$ cat src/rtl/core/tach_pkg.sv
// Package for the tachometer RPM filter core: register indexes, field widths,
// arithmetic constants and the controller/datapath command and status structs.
// No dependencies.
`timescale 1ns / 1ps
package tach_pkg;

   // Configuration register indexes
   localparam logic [2:0] REG_MIN_RPM     = 3'd0;
   localparam logic [2:0] REG_MAX_RPM     = 3'd1;
   localparam logic [2:0] REG_UPD_PERIOD  = 3'd2;
   localparam logic [2:0] REG_FILTER_FREQ = 3'd3;
   localparam logic [2:0] REG_CHAN_EN     = 3'd4;

   // Input item kinds
   localparam logic ACT_EDGE   = 1'b0;
   localparam logic ACT_UPDATE = 1'b1;

   localparam int DEF_CHANNELS = 3;
   localparam int ENABLE_W     = 3;
   localparam int CHAN_W       = 2;
   localparam int TIME_W       = 32;
   localparam int RPM_W        = 26;
   localparam int FILT_W       = 34;
   localparam int ALPHA_W      = 17;
   localparam int K_W          = 44;
   localparam int CSR_IDX_W    = 3;
   localparam int CSR_DATA_W   = 20;
   localparam int DIV_NUM_W    = 35;
   localparam int DIV_DEN_W    = 34;

   localparam logic [DIV_NUM_W-1:0] RPM_NUMER  = 35'd60000000;
   localparam logic [TIME_W-1:0]    TIMEOUT_US = 32'd1000000;
   localparam logic [13:0]          SPIKE_SLOPE = 14'd10000;
   localparam logic [16:0]          TWOPI_SCALED = 17'd110535;
   localparam logic [ALPHA_W-1:0]   ALPHA_ONE = 17'd65536;

   // Commands from the controller to the datapath
   typedef struct packed {
      logic capture;
      logic edge_wr;
      logic ch_clear;
      logic k_mul;
      logic x_mul;
      logic div_alpha;
      logic alpha_load;
      logic div_speed;
      logic speed_load;
      logic lim_mul;
      logic decide;
      logic filt1;
      logic filt2;
      logic filt3;
      logic out_load;
      logic ch_next;
      logic upd_time;
   } cmd_type;

   // Status from the datapath to the controller
   typedef struct packed {
      logic is_update;
      logic drop;
      logic div_done;
      logic ch_en;
      logic ch_end;
      logic rest_none;
      logic period_zero;
      logic skip_filter;
      logic out_free;
   } stat_type;

endpackage

$ cat src/rtl/core/tach_ctrl.sv
// Controller state machine of the tachometer core: sequences the edge write,
// the alpha computation and the per-channel sweep. Depends on tach_pkg.
`timescale 1ns / 1ps
module tach_ctrl
   import tach_pkg::*;
(
   input  logic     clock,
   input  logic     reset,
   input  logic     req_tvalid,
   output logic     req_tready,
   input  stat_type stat,
   output cmd_type  cmd
);
   localparam logic [3:0] S_IDLE   = 4'd0;
   localparam logic [3:0] S_ITEM   = 4'd1;
   localparam logic [3:0] S_KMUL   = 4'd2;
   localparam logic [3:0] S_XMUL   = 4'd3;
   localparam logic [3:0] S_ADIV   = 4'd4;
   localparam logic [3:0] S_AWAIT  = 4'd5;
   localparam logic [3:0] S_CHAN   = 4'd6;
   localparam logic [3:0] S_SWAIT  = 4'd7;
   localparam logic [3:0] S_LIM    = 4'd8;
   localparam logic [3:0] S_DECIDE = 4'd9;
   localparam logic [3:0] S_F1     = 4'd10;
   localparam logic [3:0] S_F2     = 4'd11;
   localparam logic [3:0] S_F3     = 4'd12;
   localparam logic [3:0] S_EMIT   = 4'd13;
   localparam logic [3:0] S_NEXT   = 4'd14;
   localparam logic [3:0] S_DONE   = 4'd15;

   logic [3:0] state_ff, state_in;

   assign req_tready = state_ff == S_IDLE;

   // Next state and command decode
   always_comb begin
      state_in = state_ff;
      cmd      = '0;
      case (state_ff)
         S_IDLE: begin
            if (req_tvalid) begin
               cmd.capture = 1'b1;
               state_in    = S_ITEM;
            end
         end
         S_ITEM: begin
            if (!stat.is_update) begin
               cmd.edge_wr = 1'b1;
               state_in    = S_IDLE;
            end else if (stat.drop) begin
               state_in = S_IDLE;
            end else begin
               cmd.ch_clear = 1'b1;
               state_in     = S_KMUL;
            end
         end
         S_KMUL: begin
            cmd.k_mul = 1'b1;
            state_in  = S_XMUL;
         end
         S_XMUL: begin
            cmd.x_mul = 1'b1;
            state_in  = S_ADIV;
         end
         S_ADIV: begin
            cmd.div_alpha = 1'b1;
            state_in      = S_AWAIT;
         end
         S_AWAIT: begin
            if (stat.div_done) begin
               cmd.alpha_load = 1'b1;
               state_in       = S_CHAN;
            end
         end
         S_CHAN: begin
            if (!stat.ch_en) begin
               state_in = S_NEXT;
            end else if (stat.period_zero) begin
               cmd.speed_load = 1'b1;
               state_in       = S_LIM;
            end else begin
               cmd.div_speed = 1'b1;
               state_in      = S_SWAIT;
            end
         end
         S_SWAIT: begin
            if (stat.div_done) begin
               cmd.speed_load = 1'b1;
               state_in       = S_LIM;
            end
         end
         S_LIM: begin
            cmd.lim_mul = 1'b1;
            state_in    = S_DECIDE;
         end
         S_DECIDE: begin
            cmd.decide = 1'b1;
            state_in   = stat.skip_filter ? S_EMIT : S_F1;
         end
         S_F1: begin
            cmd.filt1 = 1'b1;
            state_in  = S_F2;
         end
         S_F2: begin
            cmd.filt2 = 1'b1;
            state_in  = S_F3;
         end
         S_F3: begin
            cmd.filt3 = 1'b1;
            state_in  = S_EMIT;
         end
         S_EMIT: begin
            if (stat.out_free) begin
               cmd.out_load = 1'b1;
               state_in     = stat.rest_none ? S_DONE : S_NEXT;
            end
         end
         S_NEXT: begin
            cmd.ch_next = 1'b1;
            state_in    = stat.ch_end ? S_DONE : S_CHAN;
         end
         S_DONE: begin
            cmd.upd_time = 1'b1;
            state_in     = S_IDLE;
         end
         default: state_in = S_IDLE;
      endcase
   end

   always_ff @(posedge clock) begin
      if (reset) begin
         state_ff <= S_IDLE;
      end else begin
         state_ff <= state_in;
      end
   end
endmodule

$ cat config.mk
export PLATFORM = sky130hd
export DESIGN_NAME = tach_ctrl
export DESIGN_NICKNAME = d
export VERILOG_FILES = /design/src/rtl/core/tach_pkg.sv /design/src/rtl/core/tach_ctrl.sv
export SDC_FILE = /design/constraint.sdc
export NUM_CORES = 1
export LEC_CHECK = 0
export BUFFER_PORTS_ARGS = -buffer_cell sky130_fd_sc_hd__buf_2
export CORE_AREA = 5 5 42 44
export DETAILED_ROUTE_END_ITERATION = 8
export DIE_AREA = 0 0 47 49
export PLACE_DENSITY = 0.72
export SKIP_LAST_GASP = 1
export SLEW_MARGIN = 5
export SYNTH_ARGS = -nofsm -noshare
export SYNTH_HDL_FRONTEND = slang
export SYNTH_SLANG_ARGS = --single-unit
$ cat constraint.sdc
create_clock -name clock -period 1.7 [get_ports clock]
set_input_delay 0.51 -clock clock [delete_from_list [all_inputs] [get_ports clock]]
set_output_delay 0.51 -clock clock [all_outputs]
set_load 0.02 [all_outputs]
==> out/summary.log <==
INFO  drt            initialDrtViolationCount=63
INFO  power          leakage_power=0.5018nW
INFO  global_route   pin_count_of_the_biggest_net_entering_global_routing=13
INFO  critical_path  reg2regPathDepth=9
INFO  drt            vias_per_cell=6.047
INFO  layout         nFillCells=91
INFO  floorplanning  ioPinCount=30
INFO  floorplanning  fp-row-count=14
INFO  synthesis      synth_compound_area_share=27.29%
INFO  min_path       min_delay_path_depth=2
INFO  drt            final_antenna_net_count=0
INFO  min_path       hold_path_end=state_ff[2]
INFO  layout         insertedDiodeCount=0
INFO  synthesis      yosys-top-cells-area=dfxtp_1, nor2_1, nand2b_1, a21oi_1, buf_2
INFO  sta            fin_worst_skew=0.003723ns
INFO  floorplanning  die_height=49microns
INFO  critical_path  path_max_fanout=2
INFO  sta            finalSetupViolCount=18
INFO  synthesis      portion_of_the_post_synthesis_area_used_by_sequential_elements=15.46%
INFO  critical_path  arrival_time_at_the_worst_endpoint=1.40ns
INFO  synthesis      synth_edf_count=0
INFO  drt            drt-pass1-iter-count=4
INFO  critical_path  endpoint_kind=output port
INFO  critical_path  timing.critical_path.buf_inv=2
INFO  cts            cts_buffers=3
INFO  global_route   number_of_global_route_vias_before_repair=806
INFO  synthesis      synth_fp_nets=91
INFO  floorplanning  dieArea=2303squm
INFO  global_route   grt.overflow.total=0
INFO  placement      dp.final_hpwl=1.405mm
INFO  critical_path  path_cells=or4_4 -> inv_2 -> and2_4 -> buf_6
INFO  global_route   antenna_found_initial=0
INFO  status         violations_in_the_final_reports=negative setup slack
INFO  power          pwr_density_cell=443.3nW/um^2
INFO  layout         syn_to_final_growth=118.8%
INFO  synthesis      synth_xor_area_share=0%
INFO  layout         non_filler_instance_count_after_layout=148
INFO  synthesis      yosysTopAreaCell=dfxtp_1
INFO  sta            post-route-worst-setup-slack=-0.2130ns
INFO  synthesis      synth_top_family_by_area=simple AND/OR/NAND/NOR gates
INFO  floorplanning  placeableCoreArea=1401squm
INFO  cts            clkLatencyLatePin=0.24ns
INFO  cts            clock_sinks=4
INFO  cts            cts_max_path_buffers=2
INFO  layout         reg_top3=state_ff: 4 flops
INFO  synthesis      synthSimpleGateAreaFrac=49.52%
INFO  synthesis      synth_area=518.0squm
INFO  layout         layout_commonest_cell=buf_4
INFO  cts            tritoncts=built
INFO  status         status=complete, but fails checks
INFO  cts            cts_hold_buffers=0
INFO  sta            max_freq=0.5227GHz
INFO  critical_path  critical-path-max-stage-delay=0.54ns
INFO  layout         num-nets-final=146
INFO  synthesis      synth.yosys.warnings=0
INFO  cts            root_buffer=clkbuf_4
INFO  sta            rsz0062_at_grt=yes
INFO  sta            hold_fails_final_rpt=0
INFO  critical_path  worst_r2r_endpoint=state_ff[1]
INFO  synthesis      postSynth.asyncResetShare=0%
INFO  synthesis      syn-instance-count=79
INFO  synthesis      synthAdderAreaFrac=0%
INFO  layout         commonest_cells_after_routing_fill_and_taps_aside=buf_4, buf_2, buf_6
INFO  critical_path  worst_setup_path_start_kind=flip-flop
INFO  synthesis      ys_types=34
INFO  sta            final.min_clock_period=1.913ns
INFO  critical_path  timing.critical_path.required=1.19ns
INFO  sta            period_share=112.5%
INFO  layout         multiInputGateArea=541.8squm
INFO  synthesis      ys_seq_elements=4
INFO  flow_run       max_cap_viol_count=0
INFO  drt            routed_wirelength=2.844mm
INFO  placement      routabilityCongestion=0.8078
INFO  global_route   global_routing_usage_summed_across_all_routing_layers=21.11%
INFO  drt            via_count=895
INFO  critical_path  setup.reg_to_reg.worst_slack=-0.05ns
INFO  floorplanning  die-width=47microns
INFO  layout         layout-drive-gt1-share=65.91%
INFO  synthesis      synth-main-ff-cell=dfxtp_1
INFO  layout         largest-register=state_ff
INFO  layout         largest_register_ffs=4
INFO  layout         seqCellArea=87.58squm
INFO  critical_path  timing.rr.start=state_ff[2]
INFO  synthesis      synth_top_area_share=15.46%
INFO  sta            timing.slew.headroom=76.62%
INFO  drt            drc_errors=0
INFO  placement      portBuffers=29
INFO  min_path       min-delay-path-class=in -> reg
INFO  critical_path  slowest_stage=or4_4
INFO  floorplanning  start_util=36.96%
INFO  placement      place_inst=132
INFO  cts            clk_transition_reported_paths=0.04ns
INFO  critical_path  crit_type=reg -> out
INFO  sta            worstMarginPinSlew=0.3487ns
INFO  critical_path  cell_type_group_with_the_largest_total_delay_on_the_critical_path=simple AND/OR/NAND/NOR gates
INFO  global_route   grt_pass1_wl=3.574mm
INFO  sta            timing.final.max_slew_violations=0
INFO  sta            setup-tns-final=-1.374ns
INFO  min_path       holdCritStartpoint=reset
INFO  synthesis      synthesis.area_per_instance=6.557squm
INFO  drt            mean_routed_wirelength_per_cell=19.22microns
INFO  power          vdd.ir_drop.worst=0.0003581V
INFO  synthesis      muxShareOfSynthArea=0%
INFO  cts            cts-htree-levels=1
==> synthesized netlist by cell type (4+ instances only) <==
cell	count
dfxtp_1	4
nor2_1	11
buf_2	5
nand2b_1	6
a21oi_1	6
nor3_1	5
nand2_1	6
==> report_power, final <==
group          switching, W  internal (W)  leakage, nW  total [W]
clock network     0.0000468     0.0000795       0.0138   0.000126
logic              0.000138      0.000133        0.453   0.000271
registers        0.00000502      0.000100       0.0347   0.000105
total              0.000190      0.000313        0.502   0.000503
==> through the flow <==
step | util [%] | power, W | hold slack, ns | worst slack, ns | cell area [sq um]
2_1_floorplan | - | 0.0002029 | 0.5794 | 0.001667 | 541.8
3_3_place_gp | 56.52 | 0.0002790 | 0.6721 | 0.03353 | 792.0
3_5_place_dp | 56.52 | 0.0002814 | 0.6845 | 0.006476 | 792.0
4_1_cts | 71.25 | 0.0004485 | 0.4772 | -0.1918 | 998.5
5_1_grt | 80.89 | 0.0005217 | 0.5023 | -0.2346 | 1134
6_report | 80.89 | 0.0005025 | 0.4962 | -0.2130 | 1134
==> area by class of cell <==
| type | instances | area share (%) |
|---|---|---|
| clock buffers | 3 | 1.987 |
| multi-input cells | 66 | 47.79 |
| inverters | 4 | 1.325 |
| repair buffers | 55 | 39.40 |
| flip-flops and latches | 4 | 7.726 |
| well taps | 16 | 1.766 |
==> per-layer routing <==
| metal | up-vias | wire length, microns | GRT usage, % |
|---|---|---|---|
| li1 | 391 | - | - |
| met1 | 416 | 1062 | 26.75 |
| met2 | 67 | 1340 | 31.67 |
| met3 | 21 | 267 | 4.059 |
| met4 | 0 | 174 | 12.44 |
| met5 | - | 0 | 0 |
==> worst reg2reg max path: cells and delay by family (launching register included) <==
family / cells / cell delay [ns]
and+or+nand+nor: 2 / 0.22
DFF: 1 / 0.33
AOI/OAI and AO/OA: 2 / 0.42
buffers and inverters: 5 / 0.66
==> cell families (layout without fill, tap and decap cells) <==
logic type,after synthesis,in the layout
AO/OA/AOI/OAI,21,21
flip-flops,4,4
AND/OR/NAND/NOR,45,45
buffers and inverters,9,62
==> worst max-delay path by stage <==
stage | from | to | slack (ns) | depth (start not counted)
floorplan | state_ff[1] | cmd[16] | 0.002 | 3
global placement | state_ff[1] | cmd[16] | 0.03 | 4
detailed placement | state_ff[1] | cmd[16] | 0.006 | 4
CTS | state_ff[2] | cmd[16] | -0.19 | 4
global route | state_ff[2] | cmd[16] | -0.23 | 4
finish | state_ff[2] | cmd[16] | -0.21 | 4
==> repair_timing <==
item                                    CTS  global route
gates cloned                              1             0
setup buffers                             9             3
pin swaps                                 5             2
resized for setup                        33            28
endpoints found under the setup margin   18            19
Note: power is estimated with default switching activity, not from simulation.
